--- config.mk ---
export PLATFORM = sky130hd
export DESIGN_NAME = unix_seconds_to_calendar
export DESIGN_NICKNAME = d
export VERILOG_FILES = /design/src/ucal_pkg.sv /design/src/ucal_datapath.sv /design/src/ucal_ctrl.sv /design/src/unix_seconds_to_calendar.sv
export SDC_FILE = /design/constraint.sdc
export NUM_CORES = 1
export LEC_CHECK = 0
export BUFFER_PORTS_ARGS = -buffer_cell sky130_fd_sc_hd__buf_4
export CAP_MARGIN = 10
export CORE_ASPECT_RATIO = 1.25
export CORE_MARGIN = 3
export CORE_UTILIZATION = 55
export CTS_CLUSTER_DIAMETER = 40
export DETAILED_ROUTE_END_ITERATION = 8
export PLACE_DENSITY = 0.71
export SLEW_MARGIN = 20
export SYNTH_ARGS = -nofsm -noshare
export SYNTH_HDL_FRONTEND = slang
export SYNTH_SLANG_ARGS = --single-unit
--- constraint.sdc ---
create_clock -name clk -period 7.3 [get_ports clk]
set_clock_uncertainty 0.2 [all_clocks]
set_input_delay 0 -clock clk [delete_from_list [all_inputs] [get_ports clk]]
set_output_delay 0 -clock clk [all_outputs]
set_load 0.05 [all_outputs]
--- src/ucal_pkg.sv ---
package ucal_pkg;

    localparam logic [16:0] SECS_PER_DAY  = 17'd86400;
    localparam logic [11:0] SECS_PER_HOUR = 12'd3600;
    localparam logic [5:0]  SECS_PER_MIN  = 6'd60;

    // Each division by a constant first shifts off the power-of-two part of the divisor and
    // then multiplies by a rounded-up reciprocal of the odd part. The reciprocal error stays
    // below one step over the whole dividend range, so the quotients are exact.
    localparam logic [25:0] DAY_RECIP  = 26'd50903317;  // 2^35 / 675 for (secs >> 7)
    localparam logic [13:0] HOUR_RECIP = 14'd9321;      // 2^21 / 225 for (rem >> 4)
    localparam logic [10:0] MIN_RECIP  = 11'd1093;      // 2^14 / 15 for (rem >> 2)

    localparam logic [11:0] EPOCH_YEAR       = 12'd1970;
    localparam logic [11:0] NON_LEAP_CENTURY = 12'd2100;
    localparam logic [8:0]  YEAR_DAYS        = 9'd365;
    localparam logic [8:0]  YEAR_DAYS_LEAP   = 9'd366;
    localparam logic [3:0]  LAST_MONTH_IDX   = 4'd11;

    typedef struct packed {
        logic load_secs;
        logic day_div;
        logic day_rem;
        logic hour_div;
        logic hour_rem;
        logic min_div;
        logic min_rem;
        logic year_step;
        logic month_step;
        logic out_load;
    } ucal_cmd_t;

    typedef struct packed {
        logic year_fits;
        logic month_fits;
    } ucal_status_t;

    function automatic logic [4:0] month_days(input logic [3:0] idx, input logic leap);
        logic [4:0] n;
        case (idx) inside
            4'd1:                   n = leap ? 5'd29 : 5'd28;
            4'd3, 4'd5, 4'd8, 4'd10: n = 5'd30;
            default:                n = 5'd31;
        endcase
        return n;
    endfunction

endpackage

--- src/ucal_datapath.sv ---
module ucal_datapath (
    input  logic                    clk,
    input  logic [31:0]             epoch_seconds,
    input  ucal_pkg::ucal_cmd_t     cmd,
    output ucal_pkg::ucal_status_t  status,
    output logic [11:0]             cal_year,
    output logic [3:0]              cal_month,
    output logic [4:0]              cal_day,
    output logic [4:0]              cal_hour,
    output logic [5:0]              cal_minute,
    output logic [5:0]              cal_second
);

    logic [31:0] secs_reg, secs_next;
    logic [16:0] rem_reg, rem_next;
    logic [11:0] hrem_reg, hrem_next;
    logic [15:0] days_reg, days_next;
    logic [11:0] year_reg, year_next;
    logic [3:0]  mon_reg, mon_next;
    logic [4:0]  hour_reg, hour_next;
    logic [5:0]  min_reg, min_next;
    logic [5:0]  sec_reg, sec_next;

    logic [11:0] cal_year_reg;
    logic [3:0]  cal_month_reg;
    logic [4:0]  cal_day_reg;
    logic [4:0]  cal_hour_reg;
    logic [5:0]  cal_minute_reg;
    logic [5:0]  cal_second_reg;

    logic [50:0] day_prod;
    logic [16:0] day_back;
    logic [26:0] hour_prod;
    logic [11:0] hour_back;
    logic [20:0] min_prod;
    logic [5:0]  min_back;
    logic        leap;
    logic [8:0]  ylen;
    logic [4:0]  mlen;

    always_comb
    begin
        day_prod  = {26'b0, secs_reg[31:7]} * {25'b0, ucal_pkg::DAY_RECIP};
        hour_prod = {14'b0, rem_reg[16:4]} * {13'b0, ucal_pkg::HOUR_RECIP};
        min_prod  = {11'b0, hrem_reg[11:2]} * {10'b0, ucal_pkg::MIN_RECIP};

        // The remainders are known to fit, so the products are only needed modulo their width.
        day_back  = {1'b0, days_reg} * ucal_pkg::SECS_PER_DAY;
        hour_back = {7'b0, hour_reg} * ucal_pkg::SECS_PER_HOUR;
        min_back  = min_reg * ucal_pkg::SECS_PER_MIN;

        // Within 1970..2106 the only centuries are 2000, which is divisible by 400 and
        // therefore leap, and 2100, which is not a leap year.
        leap = (year_reg[1:0] == 2'b00) && (year_reg != ucal_pkg::NON_LEAP_CENTURY);
        ylen = leap ? ucal_pkg::YEAR_DAYS_LEAP : ucal_pkg::YEAR_DAYS;
        mlen = ucal_pkg::month_days(mon_reg, leap);

        status.year_fits  = days_reg < {7'b0, ylen};
        status.month_fits = (mon_reg == ucal_pkg::LAST_MONTH_IDX) ||
                            (days_reg < {11'b0, mlen});
    end

    always_comb
    begin
        secs_next = secs_reg;
        rem_next  = rem_reg;
        hrem_next = hrem_reg;
        days_next = days_reg;
        year_next = year_reg;
        mon_next  = mon_reg;
        hour_next = hour_reg;
        min_next  = min_reg;
        sec_next  = sec_reg;

        if (cmd.load_secs)
        begin
            secs_next = epoch_seconds;
            year_next = ucal_pkg::EPOCH_YEAR;
            mon_next  = '0;
        end
        if (cmd.day_rem)
        begin
            rem_next = secs_reg[16:0] - day_back;
        end
        if (cmd.hour_div)
        begin
            hour_next = hour_prod[25:21];
        end
        if (cmd.hour_rem)
        begin
            hrem_next = rem_reg[11:0] - hour_back;
        end
        if (cmd.min_div)
        begin
            min_next = min_prod[19:14];
        end
        if (cmd.min_rem)
        begin
            sec_next = hrem_reg[5:0] - min_back;
        end

        if (cmd.day_div)
        begin
            days_next = day_prod[50:35];
        end
        else if (cmd.year_step)
        begin
            days_next = days_reg - {7'b0, ylen};
            year_next = year_reg + 12'd1;
        end
        else if (cmd.month_step)
        begin
            days_next = days_reg - {11'b0, mlen};
            mon_next  = mon_reg + 4'd1;
        end
    end

    always_ff @(posedge clk)
    begin
        secs_reg <= secs_next;
        rem_reg  <= rem_next;
        hrem_reg <= hrem_next;
        days_reg <= days_next;
        year_reg <= year_next;
        mon_reg  <= mon_next;
        hour_reg <= hour_next;
        min_reg  <= min_next;
        sec_reg  <= sec_next;
        if (cmd.out_load)
        begin
            cal_year_reg   <= year_reg;
            cal_month_reg  <= mon_reg + 4'd1;
            cal_day_reg    <= days_reg[4:0] + 5'd1;
            cal_hour_reg   <= hour_reg;
            cal_minute_reg <= min_reg;
            cal_second_reg <= sec_reg;
        end
    end

    assign cal_year   = cal_year_reg;
    assign cal_month  = cal_month_reg;
    assign cal_day    = cal_day_reg;
    assign cal_hour   = cal_hour_reg;
    assign cal_minute = cal_minute_reg;
    assign cal_second = cal_second_reg;

endmodule

--- src/ucal_ctrl.sv ---
module ucal_ctrl (
    input  logic                    clk,
    input  logic                    rst_n,
    input  logic                    in_valid,
    output logic                    in_stall,
    output logic                    out_valid,
    input  logic                    out_stall,
    output ucal_pkg::ucal_cmd_t     cmd,
    input  ucal_pkg::ucal_status_t  status
);

    localparam logic [3:0] ST_IDLE     = 4'd0;
    localparam logic [3:0] ST_DAY_DIV  = 4'd1;
    localparam logic [3:0] ST_DAY_REM  = 4'd2;
    localparam logic [3:0] ST_HOUR_DIV = 4'd3;
    localparam logic [3:0] ST_HOUR_REM = 4'd4;
    localparam logic [3:0] ST_MIN_DIV  = 4'd5;
    localparam logic [3:0] ST_MIN_REM  = 4'd6;
    localparam logic [3:0] ST_YEAR     = 4'd7;
    localparam logic [3:0] ST_MONTH    = 4'd8;
    localparam logic [3:0] ST_DONE     = 4'd9;

    logic [3:0] state_reg, state_next;
    logic       out_valid_reg, out_valid_next;

    always_comb
    begin
        cmd            = '0;
        state_next     = state_reg;
        out_valid_next = out_valid_reg && out_stall;

        unique case (state_reg)
            ST_IDLE:
            begin
                if (in_valid)
                begin
                    cmd.load_secs = 1'b1;
                    state_next    = ST_DAY_DIV;
                end
            end
            ST_DAY_DIV:
            begin
                cmd.day_div = 1'b1;
                state_next  = ST_DAY_REM;
            end
            ST_DAY_REM:
            begin
                cmd.day_rem = 1'b1;
                state_next  = ST_HOUR_DIV;
            end
            ST_HOUR_DIV:
            begin
                cmd.hour_div = 1'b1;
                state_next   = ST_HOUR_REM;
            end
            ST_HOUR_REM:
            begin
                cmd.hour_rem = 1'b1;
                state_next   = ST_MIN_DIV;
            end
            ST_MIN_DIV:
            begin
                cmd.min_div = 1'b1;
                state_next  = ST_MIN_REM;
            end
            ST_MIN_REM:
            begin
                cmd.min_rem = 1'b1;
                state_next  = ST_YEAR;
            end
            ST_YEAR:
            begin
                if (status.year_fits)
                begin
                    state_next = ST_MONTH;
                end
                else
                begin
                    cmd.year_step = 1'b1;
                end
            end
            ST_MONTH:
            begin
                if (status.month_fits)
                begin
                    state_next = ST_DONE;
                end
                else
                begin
                    cmd.month_step = 1'b1;
                end
            end
            ST_DONE:
            begin
                // The output register takes the word once the previous one is gone.
                if (!out_valid_reg || !out_stall)
                begin
                    cmd.out_load   = 1'b1;
                    out_valid_next = 1'b1;
                    state_next     = ST_IDLE;
                end
            end
            default:
            begin
                state_next = ST_IDLE;
            end
        endcase
    end

    always_ff @(posedge clk or negedge rst_n)
    begin
        if (!rst_n)
        begin
            state_reg     <= ST_IDLE;
            out_valid_reg <= 1'b0;
        end
        else
        begin
            state_reg     <= state_next;
            out_valid_reg <= out_valid_next;
        end
    end

    assign in_stall  = (state_reg != ST_IDLE);
    assign out_valid = out_valid_reg;

endmodule

--- src/unix_seconds_to_calendar.sv ---
// A word is converted in steps: six multiply steps split the seconds, then a loop subtracts
// one year per step for the Y (0..136) whole years past 1970 and one month per step for the
// M (0..11) whole months past January; the result then waits in the done state until the
// previous result leaves the output register. The year subtraction loop is the longest part.
// Throughput: one word at a time; the next input is taken in the cycle after the result moves
// into the output register. Reset (rst_n, asynchronous, active low) idles and drops out_valid.
module unix_seconds_to_calendar (
    input  logic        clk,
    input  logic        rst_n,
    input  logic        in_valid,
    output logic        in_stall,
    input  logic [31:0] epoch_seconds,
    output logic        out_valid,
    input  logic        out_stall,
    output logic [11:0] cal_year,
    output logic [3:0]  cal_month,
    output logic [4:0]  cal_day,
    output logic [4:0]  cal_hour,
    output logic [5:0]  cal_minute,
    output logic [5:0]  cal_second
);

    ucal_pkg::ucal_cmd_t    cmd;
    ucal_pkg::ucal_status_t status;

    ucal_ctrl u_ctrl (
        .clk       (clk),
        .rst_n     (rst_n),
        .in_valid  (in_valid),
        .in_stall  (in_stall),
        .out_valid (out_valid),
        .out_stall (out_stall),
        .cmd       (cmd),
        .status    (status)
    );

    ucal_datapath u_datapath (
        .clk           (clk),
        .epoch_seconds (epoch_seconds),
        .cmd           (cmd),
        .status        (status),
        .cal_year      (cal_year),
        .cal_month     (cal_month),
        .cal_day       (cal_day),
        .cal_hour      (cal_hour),
        .cal_minute    (cal_minute),
        .cal_second    (cal_second)
    );

endmodule

Yosys cells after proc, flatten, opt, wreduce, memory -nomap -nowiden
Index checks and enable logic that the tools add are counted.

Bits in registers: 153. Input bits: 36.

Add/sub/neg operators: 8. Multiply operators: 6. $lt $le $gt $ge: 2. Equal/unequal tests: 20. Mux-type cells: 35. Reduce and logical (&&, ||, !) cells: 12.

Operator list (count): multiplier 25 x 26 -> 51 bit, second input constant (1); two-way mux 16 bit (3); case mux 4 bit (10 select lines) (1); two-way mux 12 bit (3); two-way mux 4 bit (8); multiplier 13 x 14 -> 26 bit, second input constant (1); equality test 4 x 3 -> 1 bit, second input constant (5); equality test 4 bit, second input constant (5); multiplier 10 x 11 -> 20 bit, second input constant (1); two-way mux 1 bit (18); subtractor 17 bit (1); < comparator 16 x 5 -> 1 bit (1); < comparator 16 x 9 -> 1 bit (1); multiplier 16 x 10 -> 10 bit, second input constant (1); subtractor 16 x 5 -> 16 bit (1); subtractor 16 x 9 -> 16 bit (1); adder 12 x 1 -> 12 bit, second input constant (1); equality test 4 x 2 -> 1 bit, second input constant (3); != test 12 bit, second input constant (1); subtractor 12 bit (1); equality test 4 x 1 -> 1 bit, second input constant (2); multiplier 5 x 8 -> 8 bit, second input constant (1); multiplier 6 x 4 -> 4 bit, second input constant (1); != test 2 bit, second input constant (3); other kinds (15) (18).

Longest topological paths before layout
Word-level depth: 11. Mapped depth: 25. Gate-level depth less buffers: 25.

Modules after synthesis
Synthesis repeated with hierarchy kept, for this count alone.

Cell total of the unflattened synthesis: 1939. Area, all modules: 20390.8 sq um.

Modules (own cells, without submodules): ucal_datapath (times used 1, cells each 1895, area each 20007.9 sq um, seq. area each 4284.1 sq um); ucal_ctrl (times used 1, cells each 44, area each 382.9 sq um, seq. area each 125.1 sq um).

Worst setup path before layout
Ideal clock, no wire load.

Path kind: reg-to-reg. From: register u_datapath.secs_reg[30]. To: register u_datapath.days_reg[8], data pin. Arrival time: 5.917 ns. Path slack: 0.918 ns. Stages on the path, launching flop included: 22. Buffers on the path: 0. Clock period less this slack: 6.382 ns. Cells stage by stage: edfxtp_1 -> fa_1 -> inv_1 -> fa_1 -> inv_1 -> fa_1 -> inv_1 -> fa_1 -> inv_1 -> fa_1 -> fa_1 -> ha_1 -> ha_1 -> a21oi_1 -> o21ai_0 -> a2111oi_0 -> a31oi_1 -> a31oi_2 -> o21ai_1 -> a21o_1 -> a211oi_1 -> o31ai_1.

Longest elaborated chain between the ends: 2.

RTL lines: from (decl) (RTL line ucal_datapath.sv:14) `logic [31:0] secs_reg, secs_next;`; from (signal assigned) (RTL line ucal_datapath.sv:120) `secs_reg <= secs_next;`; multiplier 25 x 26 -> 51 bit (RTL line ucal_datapath.sv:43) `day_prod = {26'b0, secs_reg[31:7]} * {25'b0, ucal_pkg::DAY_RECIP};`; two-way mux 16 bit (RTL line ucal_datapath.sv:102) `if (cmd.day_div)`; named net u_datapath.days_next[8] (RTL line ucal_datapath.sv:17) `logic [15:0] days_reg, days_next;`; to (signal assigned) (RTL line ucal_datapath.sv:123) `days_reg <= days_next;`; to (decl) (RTL line ucal_datapath.sv:17).

The timed path passes the listed nets, and every way through them passes these cells. A chain may end at the register's enable or synchronous reset.

Final worst setup path
From: register u_datapath.secs_reg[21]. To: register u_datapath.days_reg[0], data pin.

Same word-level chain as after synthesis.

==> flow_summary.yaml <==
setup_path:
  crit_required_ns: 7.29
  crit_start: "u_datapath.secs_reg[21]"
  timing.rr.start: "u_datapath.secs_reg[21]"
  crit_type: "register to register"
  cp-start-kind: "register"
  reg2reg_slack_ns: 0.33
  worstPathArrival_ns: 6.96
  crit_fanout: 9
  end_kind: "register"
synthesis:
  yosysTopAreaCellShare: 0.2876
  netlist_instances: 1931
  syn_avg_cell_area_um2: 10.54
  synth_nets: 2663
  synth_flop_cell: "edfxtp_1"
  synth_edf_count: 132
  synth_area_leader_cell: "ha_1"
  post-synth-top-count-cell: "inv_1"
  ys_seq_area_frac: 0.2166
  syn_area_mm2: 0.02036
  synth_area_leaders: "ha_1 (29%), fa_1 (22%), edfxtp_1 (19%)"
  ys_top_cells_by_count: "inv_1 (491), ha_1 (468), fa_1 (228), edfxtp_1 (132), a21oi_1 (76)"
  yosysWarnings: 0
  yosysUniqueCellTypes: 75
  synth-seq-cells: 153
  async_flop_share: 0.03268
worst_hold_path:
  holdCritPathClass: "input pin to register"
  hp-start: "epoch_seconds[23]"
sta:
  relSlewSlack: 0.3174
  setup_violations: 0
  fmax_ghz: 0.1435
  setup_tns_ns: 0
  post-route-period-util: 0.9547
  drv_slew: 0
  rsz0062_at_grt: "no"
  finalHoldViolCount: 0
  finalCriticalPeriod_ns: 6.969
  worst_pin_slew_ns: 1.018
route:
  antenna_left: 0
  wl_um: 46940
  via_count: 13830
  drt_pass1_iterations: 5
  drc: 0
  drt_iter0_markers: 633
  wl_per_cell_um: 18.29
  drt-vias-per-instance: 5.389
place:
  place.port_buffers: 75
  placed_cell_area_mm2: 0.02163
  dp_hpwl_um: 40000
  gp_congestion: 0.9473
die:
  die_w_um: 178.1
  coreArea_mm2: 0.03640
  core.rowCount: 78
  die_h_um: 221.1
  initial_utilization: 0.5592
  dieArea_mm2: 0.03937
  pin_count: 76
clock_tree:
  post_cts_resized: 0
  root_buffer: "clkbuf_16"
  cts_max_level: 4
  numCtsBuffers: 17
  worst_skew_pair.late_latency_ns: 0.45
  clockBufferDepth: 2
  clock-sinks: 153
  clkTransAtPathRegs_ns: 0.06
  cts_tree: "yes"
final_layout:
  antenna-diode-count: 0
  nFillCells: 2942
  largest_reg_flops: 32
  drive_above_1_share: 0.07427
  multi_input_area_mm2: 0.01403
  synthToLayoutAreaGrowth_pct: 11.16
  num-nets-final: 2806
  seqCellArea_mm2: 0.004409
  design_area_mm2: 0.02263
  fin_util: 0.6216
global_route:
  grt.total_usage: 0.2478
  antenna_found_initial: 1
  grt_overflow: 0
  grt_pass1_wl_um: 75480
  grt_pass1_vias: 15070
  grt_max_degree: 36
flow_run:
  maxCapViolCount: 0
status:
  status: "finished, final reports clean"
## cell type report
class,count,area share
inverter,492,0.08161
multi-input combinational,1273,0.6202
sequential,153,0.1948
tap,480,0.02654
timing repair buffer,137,0.04943
clock buffer,22,0.02007
clock inverter,10,0.007354
## what timing repair did
item / 4_1_cts / 5_1_grt
hold buffers: 36 / 0
endpoints found under the hold margin: 66 / 0
endpoints found under the setup margin: 0 / 1
setup buffers: 0 / 2
## worst max-delay path: stages, from the launching register on
cell      delay, ns
edfxtp_1       0.76
inv_1          0.25
ha_1           0.34
inv_1          0.12
fa_1           0.43
ha_1           0.32
fa_1           0.51
fa_1           0.53
fa_1           0.54
inv_1          0.05
fa_1           0.53
inv_1          0.04
ha_1           0.39
nand3_2        0.12
or3_4          0.36
nor2_4         0.09
nand4_1        0.12
or4b_1         0.48
o211ai_1       0.13
mux2i_1        0.13
o21ai_2        0.15
o221ai_2       0.09
## per-stage QoR
step                      setup WS (ns)  cells  hold WS (ns)
after floorplan                  0.9178   1931       -0.4956
after global placement           0.4535   2497       -0.3935
after detailed placement         0.3910   2497       -0.3932
after CTS                        0.3680   2565       0.04698
after global routing           0.002372   2567       0.06238
final                            0.3305   2567       0.07327
## layout by cell type (no fill, tap or decap), types with 6 or more instances in the layout
cell type / n
inv_1: 491
ha_1: 468
fa_1: 228
edfxtp_1: 132
buf_4: 101
a21oi_1: 75
nand2_1: 64
o21ai_0: 55
nor2_1: 53
xnor2_1: 53
dlygate4sd3_1: 36
xor2_1: 29
nand3_1: 26
a21o_1: 26
clkbuf_16: 17
dfxtp_1: 16
nor3_1: 15
nor2b_1: 14
nand2b_1: 13
a31oi_1: 12
nand4_1: 10
o21bai_1: 9
o21a_1: 9
o211ai_1: 8
mux2i_1: 7
a211oi_1: 6
or3_1: 6
## path summary, 6_finish.rpt
kind                                             to  cells past startpoint
min in group asynchronous       u_ctrl.state_reg[2]                      3
min reg2reg                u_datapath.cal_minute[4]                      0
max in group asynchronous          u_ctrl.out_valid                      3
max reg2reg                  u_datapath.days_reg[0]                     21
min                         u_datapath.secs_reg[23]                      2
max                          u_datapath.days_reg[0]                     21
## routing by layer
layer | part of all wire | wire length, um | global-route usage | vias up
li1 | - | - | - | 6644
met1 | 0.39 | 18370 | 0.2827 | 6755
met2 | 0.53 | 24840 | 0.4550 | 306
met3 | 0.030 | 1401 | 0.02935 | 127
met4 | 0.049 | 2310 | 0.1153 | 2
met5 | 0.00028 | 13 | 0 | -
## cell families (layout without fill, tap and decap cells)
family | count (synthesis) | count (layout) | synth area share
flip-flops | 153 | 153 | 0.2166
adder cells (fa/ha/maj) | 696 | 696 | 0.5119
XOR/XNOR | 82 | 82 | 0.03528
buffers and inverters | 505 | 661 | 0.09533
multiplexers | 7 | 7 | 0.003442
AND/OR/NAND/NOR | 237 | 237 | 0.05894
AO/OA/AOI/OAI | 251 | 251 | 0.07855
Power is left out: the tool's default activity adds up to more than one toggle a clock period on the data nets, which glitch-free logic cannot reach.
